`src/hdl/lebuf_pkg.sv`:
```
// Shared types and constants for the line edit buffer with echo.
package lebuf_pkg;

    localparam logic [7:0] CH_BACKSPACE = 8'd8;
    localparam logic [7:0] CH_NEWLINE   = 8'd10;
    localparam logic [7:0] CH_SPACE     = 8'd32;

    localparam logic [1:0] KIND_ECHO   = 2'd0;
    localparam logic [1:0] KIND_DATA   = 2'd1;
    localparam logic [1:0] KIND_NOLINE = 2'd2;

    localparam logic OP_CHAR = 1'b0;
    localparam logic OP_READ = 1'b1;

    typedef struct packed {
        logic       op;
        logic [7:0] rx_char;
        logic [6:0] read_count;
    } req_t;

    typedef struct packed {
        logic [1:0] kind;
        logic [7:0] data_byte;
        logic [6:0] read_total;
        logic       last;
    } rsp_t;

    typedef enum logic [3:0] {
        ST_IDLE,
        ST_ECHO,
        ST_BS_CHK,
        ST_BS1,
        ST_BS2,
        ST_BS3,
        ST_SCAN,
        ST_EMIT,
        ST_NOLINE
    } state_t;

    typedef enum logic [2:0] {
        OUT_NONE,
        OUT_ECHO_CHAR,
        OUT_ECHO_BS,
        OUT_ECHO_SPACE,
        OUT_ECHO_BS_LAST,
        OUT_DATA,
        OUT_NOLINE
    } out_sel_t;

    typedef struct packed {
        logic     take_char;
        logic     take_read;
        logic     take_bs;
        logic     bs_commit;
        logic     scan_step;
        logic     scan_hit;
        logic     emit_step;
        logic     emit_done;
        out_sel_t out_sel;
    } cmd_t;

    typedef struct packed {
        logic op_read;
        logic is_bs;
        logic room;
        logic fill_zero;
        logic rd_is_nl;
        logic scan_end;
        logic want_zero;
        logic emit_last;
        logic slot_free;
    } sts_t;

endpackage

```
`src/hdl/lebuf_ctrl.sv`:
```
// Controller state machine for the line edit buffer.
module lebuf_ctrl
    import lebuf_pkg::*;
(
    input  logic clk,
    input  logic rst_n,
    input  logic req_valid,
    output logic req_stall,
    input  sts_t sts,
    output cmd_t cmd
);

    state_t state_reg;
    state_t state_next;

    always_ff @(posedge clk or negedge rst_n)
    begin
        if (!rst_n)
        begin
            state_reg <= ST_IDLE;
        end
        else
        begin
            state_reg <= state_next;
        end
    end

    assign req_stall = (state_reg != ST_IDLE);

    always_comb
    begin
        state_next = state_reg;
        cmd        = '0;
        cmd.out_sel = OUT_NONE;
        case (state_reg)
            ST_IDLE:
            begin
                if (req_valid)
                begin
                    if (sts.op_read)
                    begin
                        cmd.take_read = 1'b1;
                        state_next = sts.fill_zero ? ST_NOLINE : ST_SCAN;
                    end
                    else if (sts.is_bs)
                    begin
                        cmd.take_bs = 1'b1;
                        state_next  = ST_BS_CHK;
                    end
                    else if (sts.room)
                    begin
                        cmd.take_char = 1'b1;
                        state_next    = ST_ECHO;
                    end
                end
            end
            ST_ECHO:
            begin
                if (sts.slot_free)
                begin
                    cmd.out_sel = OUT_ECHO_CHAR;
                    state_next  = ST_IDLE;
                end
            end
            ST_BS_CHK:
            begin
                // empty buffer or a finished line: nothing to erase
                if (sts.fill_zero || sts.rd_is_nl)
                begin
                    state_next = ST_IDLE;
                end
                else
                begin
                    cmd.bs_commit = 1'b1;
                    state_next    = ST_BS1;
                end
            end
            ST_BS1:
            begin
                if (sts.slot_free)
                begin
                    cmd.out_sel = OUT_ECHO_BS;
                    state_next  = ST_BS2;
                end
            end
            ST_BS2:
            begin
                if (sts.slot_free)
                begin
                    cmd.out_sel = OUT_ECHO_SPACE;
                    state_next  = ST_BS3;
                end
            end
            ST_BS3:
            begin
                if (sts.slot_free)
                begin
                    cmd.out_sel = OUT_ECHO_BS_LAST;
                    state_next  = ST_IDLE;
                end
            end
            ST_SCAN:
            begin
                if (sts.rd_is_nl)
                begin
                    if (sts.want_zero)
                    begin
                        state_next = ST_IDLE;
                    end
                    else
                    begin
                        cmd.scan_hit = 1'b1;
                        state_next   = ST_EMIT;
                    end
                end
                else if (sts.scan_end)
                begin
                    state_next = ST_NOLINE;
                end
                else
                begin
                    cmd.scan_step = 1'b1;
                end
            end
            ST_EMIT:
            begin
                if (sts.slot_free)
                begin
                    cmd.out_sel   = OUT_DATA;
                    cmd.emit_step = 1'b1;
                    if (sts.emit_last)
                    begin
                        cmd.emit_done = 1'b1;
                        state_next    = ST_IDLE;
                    end
                end
            end
            ST_NOLINE:
            begin
                if (sts.slot_free)
                begin
                    cmd.out_sel = OUT_NOLINE;
                    state_next  = ST_IDLE;
                end
            end
            default:
            begin
                state_next = ST_IDLE;
            end
        endcase
    end

endmodule

```
`src/hdl/lebuf_dp.sv`:
```
// Datapath: circular line store, pointers, counters and output register.
module lebuf_dp
    import lebuf_pkg::*;
#(
    parameter int LINE_BYTES = 64
)
(
    input  logic clk,
    input  logic rst_n,
    input  req_t req,
    input  cmd_t cmd,
    output sts_t sts,
    output logic rsp_valid,
    input  logic rsp_stall,
    output rsp_t rsp
);

    localparam int PTR_W = (LINE_BYTES > 1) ? $clog2(LINE_BYTES) : 1;
    localparam int CNT_W = $clog2(LINE_BYTES + 1);
    localparam int SUM_W = PTR_W + 1;
    localparam logic [SUM_W-1:0] DEPTH = SUM_W'(LINE_BYTES);

    logic [7:0] mem [LINE_BYTES];

    logic [PTR_W-1:0] head_reg, head_next;
    logic [CNT_W-1:0] fill_reg, fill_next;
    logic [PTR_W-1:0] ptr_reg, ptr_next;
    logic [CNT_W-1:0] idx_reg, idx_next;
    logic [CNT_W-1:0] total_reg, total_next;
    logic [7:0]       char_reg;
    logic [6:0]       want_reg;
    logic [7:0]       rd_data_reg;
    logic             rsp_valid_reg, rsp_valid_next;
    rsp_t             rsp_reg, rsp_next;

    logic [SUM_W-1:0] tail_sum, tail_m1_sum, adv_sum;
    logic [PTR_W-1:0] tail_ptr, tail_m1_ptr, adv_ptr, ptr_inc;
    logic [CNT_W-1:0] idx_p1, line_len;
    logic             want_fits;
    logic             slot_free;
    logic             wr_en;

    // address arithmetic, all values stay below twice the depth
    always_comb
    begin
        tail_sum    = SUM_W'(head_reg) + SUM_W'(fill_reg);
        tail_ptr    = PTR_W'((tail_sum >= DEPTH) ? tail_sum - DEPTH : tail_sum);
        tail_m1_sum = tail_sum - SUM_W'(1);
        tail_m1_ptr = PTR_W'((tail_m1_sum >= DEPTH) ? tail_m1_sum - DEPTH : tail_m1_sum);
        adv_sum     = SUM_W'(head_reg) + SUM_W'(total_reg);
        adv_ptr     = PTR_W'((adv_sum >= DEPTH) ? adv_sum - DEPTH : adv_sum);
        ptr_inc     = (SUM_W'(ptr_reg) == DEPTH - SUM_W'(1)) ? '0 : ptr_reg + PTR_W'(1);
        idx_p1      = idx_reg + CNT_W'(1);
        want_fits   = (8'(want_reg) <= 8'(idx_p1));
        line_len    = want_fits ? CNT_W'(want_reg) : idx_p1;
    end

    assign slot_free = !rsp_valid_reg || !rsp_stall;
    assign wr_en     = cmd.take_char;

    always_comb
    begin
        sts.op_read   = (req.op == OP_READ);
        sts.is_bs     = (req.rx_char == CH_BACKSPACE);
        sts.room      = (fill_reg < CNT_W'(LINE_BYTES));
        sts.fill_zero = (fill_reg == '0);
        sts.rd_is_nl  = (rd_data_reg == CH_NEWLINE);
        sts.scan_end  = (idx_p1 == fill_reg);
        sts.want_zero = (want_reg == '0);
        sts.emit_last = (idx_p1 == total_reg);
        sts.slot_free = slot_free;
    end

    always_comb
    begin
        head_next  = head_reg;
        fill_next  = fill_reg;
        ptr_next   = ptr_reg;
        idx_next   = idx_reg;
        total_next = total_reg;
        if (cmd.take_char)
        begin
            fill_next = fill_reg + CNT_W'(1);
        end
        if (cmd.take_read)
        begin
            ptr_next = head_reg;
            idx_next = '0;
        end
        if (cmd.take_bs)
        begin
            ptr_next = tail_m1_ptr;
        end
        if (cmd.bs_commit)
        begin
            fill_next = fill_reg - CNT_W'(1);
        end
        if (cmd.scan_step || cmd.emit_step)
        begin
            ptr_next = ptr_inc;
            idx_next = idx_p1;
        end
        if (cmd.scan_hit)
        begin
            total_next = line_len;
            ptr_next   = head_reg;
            idx_next   = '0;
        end
        if (cmd.emit_done)
        begin
            head_next = adv_ptr;
            fill_next = fill_reg - total_reg;
        end
    end

    always_comb
    begin
        rsp_next       = rsp_reg;
        rsp_valid_next = rsp_valid_reg;
        if (!rsp_stall)
        begin
            rsp_valid_next = 1'b0;
        end
        if (cmd.out_sel != OUT_NONE)
        begin
            rsp_valid_next      = 1'b1;
            rsp_next.kind       = KIND_ECHO;
            rsp_next.data_byte  = '0;
            rsp_next.read_total = '0;
            rsp_next.last       = 1'b0;
        end
        case (cmd.out_sel)
            OUT_ECHO_CHAR:
            begin
                rsp_next.data_byte = char_reg;
                rsp_next.last      = 1'b1;
            end
            OUT_ECHO_BS:
            begin
                rsp_next.data_byte = CH_BACKSPACE;
            end
            OUT_ECHO_SPACE:
            begin
                rsp_next.data_byte = CH_SPACE;
            end
            OUT_ECHO_BS_LAST:
            begin
                rsp_next.data_byte = CH_BACKSPACE;
                rsp_next.last      = 1'b1;
            end
            OUT_DATA:
            begin
                rsp_next.kind       = KIND_DATA;
                rsp_next.data_byte  = rd_data_reg;
                rsp_next.read_total = 7'(total_reg);
                rsp_next.last       = idx_p1 == total_reg;
            end
            OUT_NOLINE:
            begin
                rsp_next.kind = KIND_NOLINE;
                rsp_next.last = 1'b1;
            end
            default:
            begin
            end
        endcase
    end

    always_ff @(posedge clk or negedge rst_n)
    begin
        if (!rst_n)
        begin
            head_reg      <= '0;
            fill_reg      <= '0;
            rsp_valid_reg <= 1'b0;
        end
        else
        begin
            head_reg      <= head_next;
            fill_reg      <= fill_next;
            rsp_valid_reg <= rsp_valid_next;
        end
    end

    always_ff @(posedge clk)
    begin
        ptr_reg   <= ptr_next;
        idx_reg   <= idx_next;
        total_reg <= total_next;
        rsp_reg   <= rsp_next;
        if (cmd.take_char)
        begin
            char_reg <= req.rx_char;
        end
        if (cmd.take_read)
        begin
            want_reg <= req.read_count;
        end
    end

    // line store: one write port, one registered read port
    always_ff @(posedge clk)
    begin
        if (wr_en)
        begin
            mem[tail_ptr] <= req.rx_char;
        end
        rd_data_reg <= mem[ptr_next];
    end

    assign rsp_valid = rsp_valid_reg;
    assign rsp       = rsp_reg;

endmodule

```
`src/hdl/line_edit_buffer_with_echo_core.sv`:
```
// Top level of the line edit buffer with echo.
// Line edit buffer with echo: a cut-down canonical terminal line discipline.
// Received bytes (op = 0) go into a circular store of LINE_BYTES entries and
// are echoed as one item; a backspace erases the last byte and echoes
// backspace, space, backspace, unless the store is empty or ends in a newline;
// a byte that finds the store full is dropped with no item. A read (op = 1)
// delivers up to read_count bytes through the first newline, each as a data
// item carrying the delivered total, or one no-line item if no newline is
// stored. The store has a single read port, so a read walks it one entry a
// cycle, each output step waiting out any output stall. A received byte is
// stored, then echoed; a backspace is checked, then echoed as three items;
// a read scans to the newline, then emits. The store needs no clearing pass
// after reset; entries beyond the fill count are never read. A finished item
// waits in the output register while the next item is accepted.
module line_edit_buffer_with_echo_core
    import lebuf_pkg::*;
#(
    parameter int LINE_BYTES = 64
)
(
    input  logic clk,
    input  logic rst_n,
    input  logic req_valid,
    output logic req_stall,
    input  req_t req,
    output logic rsp_valid,
    input  logic rsp_stall,
    output rsp_t rsp
);

    cmd_t cmd;
    sts_t sts;

    // sequencing: accept, echo, backspace, scan, emit
    lebuf_ctrl u_ctrl (
        .clk       (clk),
        .rst_n     (rst_n),
        .req_valid (req_valid),
        .req_stall (req_stall),
        .sts       (sts),
        .cmd       (cmd)
    );

    // store, pointers and the output register
    lebuf_dp #(
        .LINE_BYTES (LINE_BYTES)
    ) u_dp (
        .clk       (clk),
        .rst_n     (rst_n),
        .req       (req),
        .cmd       (cmd),
        .sts       (sts),
        .rsp_valid (rsp_valid),
        .rsp_stall (rsp_stall),
        .rsp       (rsp)
    );

endmodule
```
`config.mk`:
```
export PLATFORM = sky130hd
export DESIGN_NAME = line_edit_buffer_with_echo_core
export DESIGN_NICKNAME = d
export VERILOG_FILES = /design/src/hdl/lebuf_pkg.sv /design/src/hdl/lebuf_ctrl.sv /design/src/hdl/lebuf_dp.sv /design/src/hdl/line_edit_buffer_with_echo_core.sv
export SDC_FILE = /design/constraint.sdc
export NUM_CORES = 1
export LEC_CHECK = 0
export BUFFER_PORTS_ARGS = -buffer_cell sky130_fd_sc_hd__buf_2
export CAP_MARGIN = 40
export CORE_ASPECT_RATIO = 0.6
export CORE_MARGIN = 2
export CORE_UTILIZATION = 27
export CTS_BUF_LIST = sky130_fd_sc_hd__clkbuf_16
export DETAILED_ROUTE_END_ITERATION = 7
export HOLD_SLACK_MARGIN = 0.08
export RECOVER_POWER = 100
export SLEW_MARGIN = 15
export SYNTH_ARGS = -nofsm -noshare
export SYNTH_HDL_FRONTEND = slang
export SYNTH_SLANG_ARGS = --single-unit
export TNS_END_PERCENT = 50
```
`constraint.sdc`:
```
create_clock -name clk -period 12.02 [get_ports clk]
set_input_delay 1.202 -clock clk [delete_from_list [all_inputs] [get_ports clk]]
set_output_delay 1.202 -clock clk [all_outputs]
set_load 0.05 [all_outputs]
```
* Word level (Yosys, flattened, before mapping)
Memories as Yosys holds them, arrays and structs flattened. A register that Yosys moved wholly into a read port is not among the register bits.
Cells that the tools add are included.
** Storage, ports and cells
- Memories :: 1
- RAM bits :: 512
- Output and inout bits :: 20
- Word-level logic and storage cells :: 140
- Latch bits :: 0
- Memory bits (read-only) :: 0
- Flip-flop bits (word level) :: 71
** Cells by class
- $mul :: 0
- Mux-type cells :: 62
- Bitwise gates (word level) :: 0
- Reduce and logical (&&, ||, !) cells :: 20
- Shifts and indexed selects :: 0
- Divide/modulo/power cells :: 0
- Add/sub/neg operators :: 11
- Eq/ne operators :: 28
- Magnitude comparators :: 5
** Memories
- u_dp.mem :: words 64, bits a word 8, read ports 1, clocked after memory_dff 1, write ports 1, line lebuf_dp.sv:23 : logic [7:0] mem [LINE_BYTES];
** Operators by type and width (number)
- 2-to-1 mux 7 bit :: 7
- 2-to-1 mux 4 bit :: 12
- 2-to-1 mux 6 bit :: 8
- case mux 8 bit (4 select lines) :: 1
- case mux 4 bit (7 select lines) :: 1
- >= comparator 7 bit (second input constant) :: 3
- 2-to-1 mux 1 bit :: 18
- 2-to-1 mux 18 bit :: 1
- case mux 3 bit (6 select lines) :: 1
- subtractor 6 x 1 -> 6 bit (second input constant) :: 3
- == test 4 x 3 -> 1 bit (second input constant) :: 4
- == test 8 x 4 -> 1 bit (second input constant) :: 2
- 2-to-1 mux 3 bit :: 5
- adder 6 x 7 -> 7 bit :: 2
- adder 7 x 1 -> 7 bit (second input constant) :: 2
- == test 7 bit :: 2
- zero test 7 bit :: 2
- subtractor 7 x 1 -> 7 bit (second input constant) :: 2
- nonzero test 3 bit :: 4
- 2-to-1 mux 2 bit :: 5
- inequality test 2 x 1 -> 1 bit (second input constant) :: 5
- == test 3 bit (second input constant) :: 3
- == test 4 x 2 -> 1 bit (second input constant) :: 2
- AND reduction 8 bit :: 1
- 23 further kinds :: 30

* Logic depth before layout (Yosys ltp)
Gate-level depths: netlist of run 1.
- Depth in word-level cells :: 10
- Mapped depth :: 19

* Hierarchy
A second synthesis of run 1 with hierarchy kept.
** Second synthesis, totals
- Cell total of the unflattened synthesis :: 1710
- Area total of the unflattened synthesis :: 25364.3 µm²
** By module, submodules not included
- lebuf_dp :: cells an instance 1647, times used 1, area an instance 24865.1 µm², sequential area each 17346.6 µm²
- lebuf_ctrl :: cells an instance 63, times used 1, area an instance 499.2 µm², sequential area each 100.1 µm²

* Worst setup path after synthesis of run 1
OpenSTA, ideal clock, no wires.
- Path type :: input -> register
- Start point :: input req[12] (netlist bit)
- End point :: register u_dp.rd_data_reg[0], read port of u_dp.mem
- Path buffers :: 2
- Library setup time :: 150 ps
- Cell stages on the path :: 13
- Setup slack :: 8228 ps
- Data arrival time :: 3641 ps
- Cell sequence :: nor4_1 and4b_1 nand3_2 mux2_2 o211ai_2 nand2_2 buf_6 buf_6 mux2i_1 o22ai_1 or4_1 nor3_1 o32ai_1
** Between the ends
- Cells in the longest elaborated chain, start to end :: 8
** RTL lines
- from (decl) :: line line_edit_buffer_with_echo_core.sv:25 : input req_t req,
- == test 8 x 4 -> 1 bit :: line lebuf_dp.sv:64 : sts.is_bs = (req.rx_char == CH_BACKSPACE);
- 2-to-1 mux 1 bit :: line lebuf_ctrl.sv:45 : else if (sts.is_bs)
- 2-to-1 mux 1 bit :: line lebuf_ctrl.sv:40 : if (sts.op_read)
- 2-to-1 mux 3 bit :: line lebuf_ctrl.sv:38 : if (req_valid)
- 2-to-1 mux 3 bit :: line lebuf_ctrl.sv:35 : case (state_reg)
- 2-to-1 mux 6 bit :: line lebuf_dp.sv:90 : if (cmd.take_bs)
- 2-to-1 mux 6 bit :: line lebuf_dp.sv:98 : if (cmd.scan_step || cmd.emit_step)
- 2-to-1 mux 6 bit :: line lebuf_dp.sv:103 : if (cmd.scan_hit)
- to (decl) :: line lebuf_dp.sv:32 : logic [7:0] rd_data_reg;
Every way passes these cells.
A chain may end at the register's enable or synchronous reset.

* Final worst setup path of run 1
- Start point :: input req[12] (netlist bit)
- End point :: register u_dp.rd_data_reg[4], read port of u_dp.mem
Same word-level chain as after synthesis.

==> reports/results.ini, run 1 <==
[pwr]
report.power.total_mw = 6.22
peakVddDrop_mv = 0.197
powerDensity_nw_per_um2 = 220
p_leak_nw = 9.72

[synthesis]
synthArstFlopShare_pct = 3.05
synth_edf_count = 552
syn_nets = 1971
synth_seq_area_share_pct = 69.6
synth_cell_types = 78
synth_seq_cells = 591
syn_area_um2 = 25100
yosysWarnings = 0
syn_area_per_cell_um2 = 13.0
syn_inst = 1922
synth_flop_cell = edfxtp_1

[placed_design]
dpl.hpwl_um = 46800
portBuffers = 39
gp_congestion = 0.881
dp_slack_ps = 5080
dp_cells = 3131

[detailed_routing]
first_pass_iters = 8
drc = 0
top_layer = met4
viasPerCell = 5.15
wl_met2_um = 28200
routedWlPerCell_um = 22.3
met1Wirelength_um = 33600
route.met3.wl_um = 9800
drtAntennaViolNets = 0
vias = 16732
drt_iter0_markers = 2466
routed_wl_um = 72500

[timing]
tns_ps = 0
fmax_ghz = 0.123
worst_hold_slack_ps = 513
min_period_over_period_pct = 67.4
slew-limit-headroom_pct = -121
fin_crit_ps = 8100
finalHoldViolations = 0
drv_slew = 494
worst_slew_pin_slew_ps = 3310
finClkSkew_ps = 32.2
setup_viol = 0
rsz0062_at_grt = false
fin_ws_ps = 3920

[clock_network]
clk_latency_ps = 650
post_cts_resized = 0
path_clk_slew_ps = 70
clock-sinks = 591
cts_tree = done
clockBufferDepth = 3
post_cts_buffers = 0
cts_root_buf = clkbuf_16
numCtsBuffers = 53
ctsHoldBuffers = 0
h-tree-depth = 2

[cells_and_area]
drive_above_1_share_pct = 7.19
area_growth_pct = 12.8
largest_register_ffs = 512
fin_nets = 2023
num_antenna_cells = 0
final_cells = 3249
final_common_cell = edfxtp_1
final_cell_mix = edfxtp_1 (552), nand2_1 (387), a21oi_1 (135)

[worst_setup_path]
r2r-start = u_ctrl.state_reg[1]$_DFFE_PN0P_
required_ps = 12490
cp-startpoint = req[12]
cp_max_fo = 185
critPathLaunchType = input port
end_kind = flop
cp.arrival_ps = 8570
path_class = in -> reg

[grt]
grt_remaining_overflow = 0
grt_max_degree = 186
grt_pass1_wl_um = 106000
antenna_found_initial = 3
first_global_vias = 15477
grt_usage_pct = 14.9

[hold_path]
min_path_type = reg -> reg
hp-start = u_dp.idx_reg[1]$_SDFFE_PP0P_

[flow_run]
cap_violations = 10

[run_status]
status = finished with violations
violations = capacitance limit, slew limit

[floorplanning]
die_h_um = 240
placeableCoreArea_um2 = 91900
ios = 40
start_util_pct = 27.3
dieArea_um2 = 95400
die_w_um = 397
rows = 86

-- metal layers --
layer  vias up  GRT usage, %
met5         -             0
met4         0          2.75
li1       7287             -
met1      8472          22.7
met3        81          6.09
met2       892          19.5
-- stage by stage --
stage	utilization, %	cell area [um^2]
finish	30.8	28300
global route	30.8	28300
global placement	28.9	26500
floorplan	-	25100
CTS	30.8	28300
detailed placement	29.0	26700
-- Yosys cell counts, types with 26 or more instances --
cell type  number  area share, %
edfxtp_1      552             66
nand2_1       387            5.8
a21oi_1       135            2.7
nor2_1        102            1.5
mux2i_1        70            2.8
nand3_1        57            1.1
buf_2          49           0.98
and3_1         38           0.95
a22o_1         36            1.3
o22ai_1        35           0.87
o21ai_0        34           0.68
clkbuf_1       33           0.49
nand4_1        28           0.70
nor3_1         27           0.54
ha_1           26            1.3
-- path summary, 6_finish.rpt --
kind,end,slack (ps),cells past startpoint
max in group asynchronous,u_ctrl.state_reg[3]$_DFFE_PN0P_,10470,1
max,u_dp.rd_data_reg[4]$_DFF_P_,3920,15
min,u_dp.idx_reg[1]$_SDFFE_PP0P_,510,2
min reg2reg,u_dp.idx_reg[1]$_SDFFE_PP0P_,510,2
min in group asynchronous,u_dp.head_reg[5]$_DFFE_PN0P_,800,1
max reg2reg,u_dp.rd_data_reg[4]$_DFF_P_,5270,14
-- report_power, final --
group,internal [mW],switching (mW)
Sequential,2.36,0.119
Clock,0.880,0.800
Combinational,0.627,1.43
-- logic make-up after synthesis --
group | after synthesis | share of synthesized area [%]
flip-flops | 591 | 69.6
adder cells (fa/ha/maj) | 29 | 1.54
buffers and inverters | 128 | 2.45
AO/OA/AOI/OAI | 341 | 8.87
AND/OR/NAND/NOR | 715 | 12.9
multiplexers | 79 | 3.20
XOR/XNOR | 39 | 1.48
-- final cells by class --
| class | count | area, um^2 |
|---|---|---|
| Clock buffer | 53 | 1330 |
| Multi-Input combinational cell | 1203 | 7020 |
| Tap cell | 1232 | 1540 |
| Fill cell | 9182 | 63600 |
| Inverter | 26 | 104 |
| Timing Repair Buffer | 99 | 495 |
| Sequential cell | 591 | 17400 |
| Clock inverter | 45 | 362 |
-- critical path, cell delays in order --
cell and delay, ps:
buf_2 70, clkbuf_1 2160, nor4_1 200, and4b_1 430, nand3_1 400, mux2_2 400
o211ai_1 520, nand2_8 470, buf_12 400, mux2i_1 430, o22ai_1 110, or4_1 470
nor3_1 370, clkbuf_1 350, o32ai_1 180
No activity file was read; power rests on OpenSTA's default activity.
==> inputs of run 2 (changes only) <==
==> constraint.sdc (replaced) <==
create_clock -name clk -period 8.2 [get_ports clk]
set_input_delay 0.82 -clock clk [delete_from_list [all_inputs] [get_ports clk]]
set_output_delay 0.82 -clock clk [all_outputs]
set_load 0.05 [all_outputs]
==> run 2 against run 1 <==
Against the previous run:
- design area down 0.15%
- via count fell by 0.59%
- the run still ends with capacitance limit, slew limit left
- die area is the same
- register-to-register slack lost 3800 ps
- sequential share of layout area rose by 0.096 points
- core utilization hardly changed
- largest power group unchanged
- highest routed layer is now met5
- clock power increased by 42%
- critical path depth down 2
- final cell count unchanged
- hold slack got worse by 110 ps
==> reports/results.ini, run 2 (synthesis gave the netlist of run 1 again) <==
[cells_and_area]
postLayoutCellArea_um2 = 28300
largest_register_ffs = 512
n_fill_cell = 9213
area_growth_pct = 12.6
final_common_cell = edfxtp_1
fin_nets = 2020
final_cell_mix = edfxtp_1 (552), nand2_1 (387), a21oi_1 (135)
drive_above_1_share_pct = 6.20

[detailed_routing]
vias = 16634
routed_wl_um = 73800
drt_iter0_markers = 2027
first_pass_iters = 7
routedWlPerCell_um = 22.7
drc = 0
viasPerCell = 5.12
drtAntennaViolNets = 0

[floorplanning]
start_util_pct = 27.3
placeableCoreArea_um2 = 91900
rows = 86
die_w_um = 397
dieArea_um2 = 95400
die_h_um = 240
ios = 40

[pwr]
p_leak_nw = 9.71
peakVddDrop_mv = 0.261
report.power.total_mw = 9.02
powerDensity_nw_per_um2 = 319

[placed_design]
dpl_cell_area_um2 = 26700
gp_congestion = 0.922
dp_slack_ps = 1910
dpl.hpwl_um = 48200
portBuffers = 39

[worst_setup_path]
critPathLaunchType = flop
r2r-start = u_ctrl.state_reg[1]$_DFFE_PN0P_
ff2ff_path_depth = 13
cp.arrival_ps = 7160
cp_max_fo = 169
timing.rr.end = u_dp.rd_data_reg[0]$_DFF_P_
path_class = reg -> reg
required_ps = 8640
cp-startpoint = u_ctrl.state_reg[1]$_DFFE_PN0P_
worst-r2r-setup-slack_ps = 1480
end_kind = flop

[clock_network]
post_cts_resized = 0
ctsHoldBuffers = 0
post_cts_buffers = 0
clock-sinks = 591
path_clk_slew_ps = 70
cts_root_buf = clkbuf_16
clk_latency_ps = 610
cts_tree = done
clockBufferDepth = 3
numCtsBuffers = 52
h-tree-depth = 2

[hold_path]
min_path_cells = 1
hp-start = req[6]
min_path_type = in -> reg
hold_end = u_dp.want_reg[6]$_DFFE_PP_

[timing]
slew-limit-headroom_pct = -149
finClkSkew_ps = 16.8
fin_ws_ps = 1480
drv_slew = 427
finalHoldViolations = 0
fmax_ghz = 0.149
tns_ps = 0
min_period_over_period_pct = 82.0
setup_viol = 0
fin_crit_ps = 6720
worst_slew_pin_slew_ps = 3730
worst_hold_slack_ps = 400
rsz0062_at_grt = false

[flow_run]
cap_violations = 8

[run_status]
violations = capacitance limit, slew limit
status = finished with violations

[grt]
grt_max_degree = 170
grt_usage_pct = 15.1
antenna_found_initial = 4
grt_pass1_wl_um = 107000
grt_remaining_overflow = 0
first_global_vias = 15475

[run 2: cell count changes in the layout (fill, tap and decap cells not counted), moves of 2 or more]
cell / change
clkbuf_1: +2
clkinv_2: -11
buf_6: +3
inv_6: +2
buf_2: -8
and2_1: +2
clkinv_1: +7
clkinvlp_4: -2
clkinv_4: -4
diode_2: +2
inv_1: +11
and2_0: -2
[run 2: per-layer routing]
layer,global-route usage (%),up-vias,wire [um]
met3,7.64,100,11500
met1,21.9,8294,32500
met4,2.56,2,1040
li1,-,7278,-
met5,0,-,10
met2,19.9,960,28800
[run 2: power by group]
group	internal, mW	switching, mW	total, mW
clock network	1.27	1.11	2.38
registers	3.46	0.184	3.65
logic	0.904	2.08	2.99
[run 2: worst max path at each step]
| stage | to | slack [ps] | cells past startpoint |
|---|---|---|---|
| after global routing | u_dp.rd_data_reg[0]$_DFF_P_ | 1280 | 13 |
| after global placement | u_dp.rd_data_reg[0]$_DFF_P_ | 2080 | 13 |
| final | u_dp.rd_data_reg[0]$_DFF_P_ | 1480 | 13 |
| after floorplan | u_dp.fill_reg[6]$_DFFE_PN0P_ | 4430 | 19 |
| after detailed placement | u_dp.rd_data_reg[0]$_DFF_P_ | 1910 | 13 |
| after CTS | u_dp.rd_data_reg[0]$_DFF_P_ | 2110 | 12 |
[run 2: per-stage QoR]
| step | instances | utilization (%) |
|---|---|---|
| floorplan | 1922 | - |
| global placement | 3114 | 28.9 |
| detailed placement | 3130 | 29.1 |
| CTS | 3228 | 30.8 |
| global route | 3247 | 30.7 |
| finish | 3249 | 30.7 |
[run 2: critical path: stages (launching register included)]
cell and delay [ps]:
dfrtp_1 550, nor4_1 1010, nand3_4 290, clkinvlp_2 530
mux2i_1 140, mux2_2 280, o211ai_1 540, nand2_8 520
buf_12 450, mux2i_1 340, o22ai_1 110, or4_1 550
nor3_1 790, o32ai_1 210
[run 2: final cells by class]
class / count / area [um^2] / share of cell area (%)
multi-input combinational: 1203 / 7030 / 24.9
inverter: 26 / 104 / 0.368
antenna: 2 / 5.00 / 0.0177
clock inverter: 45 / 277 / 0.979
sequential: 591 / 17400 / 61.8
timing repair buffer: 97 / 524 / 1.86
tap: 1232 / 1540 / 5.46
clock buffer: 53 / 1330 / 4.69
